==> config.mk <==
export PLATFORM = sky130hd
export DESIGN_NAME = half_duplex_timer_uart_top_flat
export DESIGN_NICKNAME = d
export VERILOG_FILES = /design/src/rtl/hdtu_pkg.sv /design/src/rtl/hdtu_in_if.sv /design/src/rtl/hdtu_out_if.sv /design/src/rtl/hdtu_core.sv /design/src/rtl/half_duplex_timer_uart_top.sv /design/src/flat_wrapper.sv
export SDC_FILE = /design/constraint.sdc
export NUM_CORES = 1
export LEC_CHECK = 0
export ABC_AREA = 1
export BUFFER_PORTS_ARGS = -buffer_cell sky130_fd_sc_hd__buf_4
export CORE_UTILIZATION = 64
export DETAILED_ROUTE_END_ITERATION = 7
export PLACE_DENSITY = 0.85
export REMOVE_ABC_BUFFERS = 1
export SYNTH_ARGS = -nofsm -noshare
export SYNTH_HDL_FRONTEND = slang
export SYNTH_SLANG_ARGS = --single-unit
==> constraint.sdc <==
create_clock -name clk -period 2.6 [get_ports clk]
set_input_delay 0.52 -clock clk [delete_from_list [all_inputs] [get_ports clk]]
set_output_delay 0.52 -clock clk [all_outputs]
set_load 0.05 [all_outputs]
==> src/rtl/hdtu_pkg.sv <==
`timescale 1ns / 1ps
// ----------------------------------------------------------------------------
// hdtu_pkg
// Types and constants shared by the half-duplex timer UART modules.
// ----------------------------------------------------------------------------
package hdtu_pkg;

    localparam int FRAME_W = 10;

    localparam logic [3:0]         FRAME_BITS     = 4'd10;
    localparam logic [FRAME_W-1:0] TX_IDLE_FRAME  = '1;
    localparam logic [15:0]        BAUD_DIV_RESET = 16'd104;
    localparam logic [14:0]        HALF_BIT_RESET = 15'd52;

    // Configuration register indexes.
    localparam logic [0:0] CFG_BAUD_DIV = 1'b0;
    localparam logic [0:0] CFG_HALF_BIT = 1'b1;

    typedef enum logic [2:0] {
        MODE_IDLE = 3'b001,
        MODE_TX   = 3'b010,
        MODE_RX   = 3'b100
    } mode_t;

    typedef struct packed {
        logic [15:0] baud_div;
        logic [14:0] half_bit;
    } cfg_t;

    typedef struct packed {
        logic       tx_request;
        logic [7:0] tx_data;
        logic       rxd;
    } in_item_t;

    typedef struct packed {
        logic       txd;
        logic       tx_accepted;
        logic       tx_busy;
        logic       rx_busy;
        logic       rx_valid;
        logic [7:0] rx_data;
    } out_item_t;

endpackage

==> src/rtl/hdtu_in_if.sv <==
`timescale 1ns / 1ps
// ----------------------------------------------------------------------------
// hdtu_in_if
// Input channel: one timer tick with the transmit request and the rxd level.
// ----------------------------------------------------------------------------
interface hdtu_in_if;
    logic       valid;
    logic       ready;
    logic       tx_request;
    logic [7:0] tx_data;
    logic       rxd;

    modport source (output valid, output tx_request, output tx_data, output rxd,
                    input ready);
    modport sink (input valid, input tx_request, input tx_data, input rxd,
                  output ready);
endinterface

==> src/rtl/hdtu_out_if.sv <==
`timescale 1ns / 1ps
// ----------------------------------------------------------------------------
// hdtu_out_if
// Output channel: line level and status for one timer tick.
// ----------------------------------------------------------------------------
interface hdtu_out_if;
    logic       valid;
    logic       ready;
    logic       txd;
    logic       tx_accepted;
    logic       tx_busy;
    logic       rx_busy;
    logic       rx_valid;
    logic [7:0] rx_data;

    modport source (output valid, output txd, output tx_accepted, output tx_busy,
                    output rx_busy, output rx_valid, output rx_data, input ready);
    modport sink (input valid, input txd, input tx_accepted, input tx_busy,
                  input rx_busy, input rx_valid, input rx_data, output ready);
endinterface

==> src/rtl/hdtu_core.sv <==
`timescale 1ns / 1ps
// ----------------------------------------------------------------------------
// hdtu_core
// Frame sequencer: shared bit timer, transmit and receive shift registers.
// State advances by one tick per accepted transaction; result is the status
// after that tick.
// ----------------------------------------------------------------------------
module hdtu_core
    import hdtu_pkg::*;
(
    input  logic      clk,
    input  logic      rst_n,
    input  logic      step_en,
    input  in_item_t  item,
    input  cfg_t      cfg,
    output out_item_t result
);

    mode_t              mode_reg, mode_next;
    logic [15:0]        tick_count_reg, tick_count_next;
    logic [3:0]         bits_left_reg, bits_left_next;
    logic [FRAME_W-1:0] tx_shift_reg, tx_shift_next;
    logic [FRAME_W-1:0] rx_shift_reg, rx_shift_next;
    logic               rxd_prev_reg;
    logic [7:0]         rx_byte_reg, rx_byte_next;

    logic               expire;
    logic [3:0]         bits_dec;
    logic [15:0]        tick_dec;
    logic [FRAME_W-1:0] rx_sample;
    logic               accepted;
    logic               valid;

    always_comb
    begin
        mode_next       = mode_reg;
        tick_count_next = tick_count_reg;
        bits_left_next  = bits_left_reg;
        tx_shift_next   = tx_shift_reg;
        rx_shift_next   = rx_shift_reg;
        rx_byte_next    = rx_byte_reg;
        accepted        = 1'b0;
        valid           = 1'b0;

        // A count of zero or one ends the interval, so a zero divisor acts as one.
        expire    = (tick_count_reg <= 16'd1);
        bits_dec  = bits_left_reg - 4'd1;
        tick_dec  = tick_count_reg - 16'd1;
        rx_sample = {item.rxd, rx_shift_reg[FRAME_W-1:1]};

        unique case (mode_reg)
            MODE_TX:
            begin
                if (expire)
                begin
                    tx_shift_next   = {1'b1, tx_shift_reg[FRAME_W-1:1]};
                    bits_left_next  = bits_dec;
                    tick_count_next = cfg.baud_div;
                    if (bits_dec == 4'd0)
                    begin
                        mode_next     = MODE_IDLE;
                        tx_shift_next = TX_IDLE_FRAME;
                    end
                end
                else
                begin
                    tick_count_next = tick_dec;
                end
            end
            MODE_RX:
            begin
                if (expire)
                begin
                    rx_shift_next   = rx_sample;
                    bits_left_next  = bits_dec;
                    tick_count_next = cfg.baud_div;
                    if (bits_dec == 4'd0)
                    begin
                        mode_next = MODE_IDLE;
                        // Start sample sits in bit 0, stop sample in the top bit.
                        if (!rx_sample[0] && rx_sample[FRAME_W-1])
                        begin
                            rx_byte_next = rx_sample[8:1];
                            valid        = 1'b1;
                        end
                    end
                end
                else
                begin
                    tick_count_next = tick_dec;
                end
            end
            default:
            begin
                mode_next = MODE_IDLE;
                // A transmit request wins over a start edge on the same tick.
                if (item.tx_request)
                begin
                    tx_shift_next   = {1'b1, item.tx_data, 1'b0};
                    bits_left_next  = FRAME_BITS;
                    tick_count_next = cfg.baud_div;
                    mode_next       = MODE_TX;
                    accepted        = 1'b1;
                end
                else if (rxd_prev_reg && !item.rxd)
                begin
                    rx_shift_next   = '0;
                    bits_left_next  = FRAME_BITS;
                    tick_count_next = {1'b0, cfg.half_bit};
                    mode_next       = MODE_RX;
                end
            end
        endcase
    end

    assign result.txd         = (mode_next == MODE_TX) ? tx_shift_next[0] : 1'b1;
    assign result.tx_accepted = accepted;
    assign result.tx_busy     = (mode_next == MODE_TX);
    assign result.rx_busy     = (mode_next == MODE_RX);
    assign result.rx_valid    = valid;
    assign result.rx_data     = rx_byte_next;

    always_ff @(posedge clk or negedge rst_n)
    begin
        if (!rst_n)
        begin
            mode_reg       <= MODE_IDLE;
            tick_count_reg <= '0;
            bits_left_reg  <= '0;
            tx_shift_reg   <= TX_IDLE_FRAME;
            rx_shift_reg   <= '0;
            rxd_prev_reg   <= 1'b1;
            rx_byte_reg    <= '0;
        end
        else if (step_en)
        begin
            mode_reg       <= mode_next;
            tick_count_reg <= tick_count_next;
            bits_left_reg  <= bits_left_next;
            tx_shift_reg   <= tx_shift_next;
            rx_shift_reg   <= rx_shift_next;
            rxd_prev_reg   <= item.rxd;
            rx_byte_reg    <= rx_byte_next;
        end
    end

endmodule

==> src/rtl/half_duplex_timer_uart_top.sv <==
`timescale 1ns / 1ps
// ----------------------------------------------------------------------------
// half_duplex_timer_uart_top
// Half-duplex 8N1 UART driven by one timer tick per input transaction. Each
// accepted tick advances the shared bit timer and the frame in flight by one
// step, and the line and status after that step come out as one result
// transaction. The block takes one tick per clock: the frame state updates in
// the cycle a tick is accepted, and the result sits in a single output
// register from the cycle after. din.ready drops only while that register holds a
// result that dout has not taken. The user must write the bit period and the
// half-bit delay through the cfg port only while the block is idle; the block
// itself does not enforce it. They reset to 104 and 52 ticks.
// ----------------------------------------------------------------------------
module half_duplex_timer_uart_top
    import hdtu_pkg::*;
(
    input  logic        clk,
    input  logic        rst_n,
    hdtu_in_if.sink     din,
    hdtu_out_if.source  dout,
    input  logic        cfg_we,
    input  logic [0:0]  cfg_index,
    input  logic [15:0] cfg_data
);

    cfg_t      cfg_reg;
    in_item_t  item;
    out_item_t result;
    out_item_t result_reg;
    logic      out_valid_reg;
    logic      step_en;

    always_ff @(posedge clk or negedge rst_n)
    begin
        if (!rst_n)
        begin
            cfg_reg.baud_div <= BAUD_DIV_RESET;
            cfg_reg.half_bit <= HALF_BIT_RESET;
        end
        else if (cfg_we)
        begin
            unique case (cfg_index)
                CFG_BAUD_DIV: cfg_reg.baud_div <= cfg_data;
                CFG_HALF_BIT: cfg_reg.half_bit <= cfg_data[14:0];
                default:      cfg_reg          <= cfg_reg;
            endcase
        end
    end

    assign din.ready = !out_valid_reg || dout.ready;
    assign step_en   = din.valid && din.ready;

    assign item.tx_request = din.tx_request;
    assign item.tx_data    = din.tx_data;
    assign item.rxd        = din.rxd;

    hdtu_core u_core (
        .clk     (clk),
        .rst_n   (rst_n),
        .step_en (step_en),
        .item    (item),
        .cfg     (cfg_reg),
        .result  (result)
    );

    always_ff @(posedge clk or negedge rst_n)
    begin
        if (!rst_n)
        begin
            out_valid_reg <= 1'b0;
        end
        else if (step_en)
        begin
            out_valid_reg <= 1'b1;
        end
        else if (dout.ready)
        begin
            out_valid_reg <= 1'b0;
        end
    end

    always_ff @(posedge clk)
    begin
        if (step_en)
        begin
            result_reg <= result;
        end
    end

    assign dout.valid       = out_valid_reg;
    assign dout.txd         = result_reg.txd;
    assign dout.tx_accepted = result_reg.tx_accepted;
    assign dout.tx_busy     = result_reg.tx_busy;
    assign dout.rx_busy     = result_reg.rx_busy;
    assign dout.rx_valid    = result_reg.rx_valid;
    assign dout.rx_data     = result_reg.rx_data;

endmodule

==> src/flat_wrapper.sv <==
// flat-port wrapper written by rule: the top's interface ports become plain ports
module half_duplex_timer_uart_top_flat import hdtu_pkg::*;
  (clk, rst_n, cfg_we, cfg_index, cfg_data, din_valid, din_tx_request, din_tx_data, din_rxd, din_ready, dout_valid, dout_txd, dout_tx_accepted, dout_tx_busy, dout_rx_busy, dout_rx_valid, dout_rx_data, dout_ready);
  hdtu_in_if din_i ();
  hdtu_out_if dout_i ();
  input  logic clk;
  input  logic rst_n;
  input  logic cfg_we;
  input  logic [0:0] cfg_index;
  input  logic [15:0] cfg_data;
  input wire logic [$bits(din_i.valid)-1:0] din_valid;
  input wire logic [$bits(din_i.tx_request)-1:0] din_tx_request;
  input wire logic [$bits(din_i.tx_data)-1:0] din_tx_data;
  input wire logic [$bits(din_i.rxd)-1:0] din_rxd;
  output wire logic [$bits(din_i.ready)-1:0] din_ready;
  output wire logic [$bits(dout_i.valid)-1:0] dout_valid;
  output wire logic [$bits(dout_i.txd)-1:0] dout_txd;
  output wire logic [$bits(dout_i.tx_accepted)-1:0] dout_tx_accepted;
  output wire logic [$bits(dout_i.tx_busy)-1:0] dout_tx_busy;
  output wire logic [$bits(dout_i.rx_busy)-1:0] dout_rx_busy;
  output wire logic [$bits(dout_i.rx_valid)-1:0] dout_rx_valid;
  output wire logic [$bits(dout_i.rx_data)-1:0] dout_rx_data;
  input wire logic [$bits(dout_i.ready)-1:0] dout_ready;
  assign din_i.valid = din_valid;
  assign din_i.tx_request = din_tx_request;
  assign din_i.tx_data = din_tx_data;
  assign din_i.rxd = din_rxd;
  assign din_ready = din_i.ready;
  assign dout_valid = dout_i.valid;
  assign dout_txd = dout_i.txd;
  assign dout_tx_accepted = dout_i.tx_accepted;
  assign dout_tx_busy = dout_i.tx_busy;
  assign dout_rx_busy = dout_i.rx_busy;
  assign dout_rx_valid = dout_i.rx_valid;
  assign dout_rx_data = dout_i.rx_data;
  assign dout_i.ready = dout_ready;
  half_duplex_timer_uart_top u_core (.clk(clk), .rst_n(rst_n), .din(din_i), .dout(dout_i), .cfg_we(cfg_we), .cfg_index(cfg_index), .cfg_data(cfg_data));
endmodule
==> impl_metrics.tcl <==
set metrics [dict create \
    die_h_um 90.4 \
    drtPass1Iterations 5 \
    vias_per_cell 5.40 \
    wire_per_inst_um 13.6 \
    hold_viol_final 0 \
    largest_register_ffs 31 \
    post_synth_main_area_contributors "sky130_fd_sc_hd__dfrtp_1 (33%), sky130_fd_sc_hd__nand2_1 (16%), sky130_fd_sc_hd__dfstp_2 (9.5%)" \
    count_of_pins_over_their_slew_limit 0 \
    area_growth_synth_to_finish_pct 13.0 \
    synth.avg_cell_area_um2 8.08 \
    asyncSetResetFlopFracSynth_pct 86.5 \
    dp_hpwl_mm 7.26 \
    tritoncts_clock_tree "done" \
    max_cap_violations 0 \
    synth_top_cell_by_area "sky130_fd_sc_hd__dfrtp_1" \
    placement.setup.worst_slack_ns 0.500 \
    yosysSeqAreaShare_pct 49.8 \
    cp.required_ns 2.92 \
    clock_tree.htree_level_count 3 \
    setup.worst_path.end_class "register" \
    layout_nets 700 \
    dieWidth_um 90.4 \
    post_route_drc 0 \
    max_slew_headroom_at_the_worst_pin_pct 38.8 \
    first_global_vias 3966 \
    placementRows 31 \
    fp.dieArea_um2 8170 \
    detailedRoute.firstIterationViolations 228 \
    post-route-cell-area_um2 5650 \
    floorplan.core_area_um2 7410 \
    totalNegativeSetupSlack_ns 0 \
    finish.utilization_pct 76.2 \
    synth-main-ff-cell "sky130_fd_sc_hd__dfrtp_1" \
    cts.sink_count 96 \
    cts_repair_resize_count 0 \
    drive_above_1_share_pct 21.5 \
    worst_clock_skew_ns 0.0104 \
    antennaDiodeCount 0 \
    worst_ep_arrival_time_ns 2.44 \
    cts.reportedPaths.clkPinSlew_ns 0.10 \
    synth_largest_type_area_fraction_pct 32.5 \
    synth-edff-count 13 \
    timing_worst_setup_path_type "register to register" \
    achievable-frequency_mhz 470 \
    grt_setup_unrepaired "false" \
    final.setup.worst_slack_ns 0.474 \
    cts_buffers 9 \
    holdCritPathClass "primary input to asynchronous set/reset pin" \
    power.static_leakage_nw 2.84 \
    floorplan.initialDensity_pct 67.5 \
    synthesis.yosys.warnings 0 \
    critical_path.startpoint_type "register" \
    detailed_route_wire_length_mm 10.5 \
    postSynthRegisterBits 96 \
    period_share_pct 81.8 \
    cts-root-buf "sky130_fd_sc_hd__clkbuf_8" \
    max-clock-path-buffers 2 \
    syn_area_um2 5000 \
    detailed_place.area_um2 5430 \
    gp_congestion 0.926 \
    post_cts_hold_buffer_count 0 \
    total_vias_in_the_final_route 4149 \
    max-vdd-ir-drop_uv 427 \
    grt_first_pass_wirelength_mm 18.1 \
    largest_net_degree_at_the_start_of_global_routing 47 \
    setup_viol 0 \
    worst_skew_pair.late_latency_ns 0.38 \
    power_density_nw_per_um2 765 \
    route.antenna.remaining_nets 0 \
    antenna_found_initial 0 \
    io_buffers 46 \
    post_synth_inst_count 619 \
    ports 47 \
    grt_util_all_layers_pct 28.0 \
    worst-slew-pin-transition_ns 0.916 \
    status "completed" \
    crit_path_max_fanout 10 \
    final.min_clock_period_ns 2.13 \
    global_route.overflow_total 0 \
    post-cts-setup-buffers 0 \
    post_synth_num_cell_types 36 \
]
[layer usage]
metal	wire [µm]	global-route usage, %	vias to the layer above
met5	0	0	-
met4	158	9.01	0
met3	387	4.71	14
met2	5380	50.1	117
met1	4550	34.4	1963
li1	-	-	2055
[cells in the final DEF, fill, tap and decap left out, drive strengths merged, types with 2 or more instances in the layout]
cell / synthesis / final
nand3: 27 / 27
nor2: 56 / 56
xor2: 3 / 3
nand4: 2 / 2
inv: 65 / 66
o21ai: 67 / 67
bufinv: 0 / 2
ha: 4 / 4
clkinv: 1 / 4
dfrtp: 65 / 65
o211ai: 5 / 5
nand2: 239 / 239
clkbuf: 6 / 9
a21oi: 15 / 15
buf: 13 / 53
dfstp: 18 / 18
edfxtp: 13 / 13
a22oi: 15 / 15
[worst paths after layout]
| kind | startpoint | end | slack [ns] | cells past startpoint |
|---|---|---|---|---|
| min in group clk | cfg_data[3] | u_core.cfg_reg[18]$_DFFE_PN1P_ | 0.39 | 3 |
| hold / removal | rst_n | u_core.u_core.rx_shift_reg[7]$_DFFE_PN0P_ | 0.11 | 1 |
| hold reg to reg | u_core.u_core.tx_shift_reg[6]$_DFFE_PN1P_ | u_core.u_core.tx_shift_reg[6]$_DFFE_PN1P_ | 0.48 | 2 |
| max in group asynchronous | rst_n | u_core.cfg_reg[18]$_DFFE_PN1P_ | 1.81 | 2 |
| setup / recovery | u_core.u_core.bits_left_reg[0]$_DFFE_PN0P_ | u_core.u_core.rx_byte_reg[7]$_DFFE_PN0P_ | 0.47 | 14 |
| setup reg to reg | u_core.u_core.bits_left_reg[0]$_DFFE_PN0P_ | u_core.u_core.rx_byte_reg[7]$_DFFE_PN0P_ | 0.47 | 14 |
[worst max-delay path, stage by stage (launching register included)]
cell and delay [ns]:
sky130_fd_sc_hd__dfrtp_1 0.39, sky130_fd_sc_hd__inv_1 0.14, sky130_fd_sc_hd__ha_1 0.19, sky130_fd_sc_hd__inv_1 0.04
sky130_fd_sc_hd__nand2_1 0.05, sky130_fd_sc_hd__nand2_1 0.07, sky130_fd_sc_hd__nor2_1 0.10, sky130_fd_sc_hd__nand2_1 0.33
sky130_fd_sc_hd__nor2_8 0.23, sky130_fd_sc_hd__nand2_4 0.14, sky130_fd_sc_hd__clkinv_8 0.11, sky130_fd_sc_hd__nand2_2 0.05
sky130_fd_sc_hd__nand2_2 0.06, sky130_fd_sc_hd__nand2_1 0.06, sky130_fd_sc_hd__nand2_1 0.09
[synth_stat cells, drive strengths merged, types with 6 or more instances]
master	count
nand2	239
o21ai	67
dfrtp	65
inv	65
nor2	56
nand3	27
dfstp	18
a21oi	15
a22oi	15
buf	13
edfxtp	13
clkbuf	6
[cell type report]
class | instances | area, µm²
Clock buffer | 9 | 124
Clock inverter | 7 | 95.1
Fill cell | 517 | 1760
Inverter | 66 | 263
Multi-Input combinational cell | 438 | 2140
Sequential cell | 96 | 2490
Tap cell | 99 | 124
Timing Repair Buffer | 53 | 410
[cell families after synthesis]
logic type / after synthesis / synth area share [%]
simple gates: 327 / 28.9
compound gates: 103 / 12.2
flops: 96 / 49.8
buf+inv: 85 / 7.36
xor+xnor: 4 / 0.701
fa+ha+maj: 4 / 1.00
[report_power, final]
group	internal (mW)	leakage [nW]	switching, mW	total, mW
sequential	1.82	1.13	0.221	2.04
clock	0.543	0.110	0.540	1.08
combinational	0.424	1.60	0.771	1.19
total	2.79	2.84	1.53	4.32
[metrics by stage]
| stage | instances | total power [mW] | hold WS [ns] |
|---|---|---|---|
| floorplan | 600 | 2.88 | 0.224 |
| global placement | 752 | 3.18 | 0.457 |
| detailed placement | 752 | 3.25 | 0.457 |
| CTS | 768 | 4.32 | 0.125 |
| global route | 768 | 4.58 | 0.137 |
| finish | 768 | 4.32 | 0.115 |
Note: power is estimated with default switching activity, not from simulation.
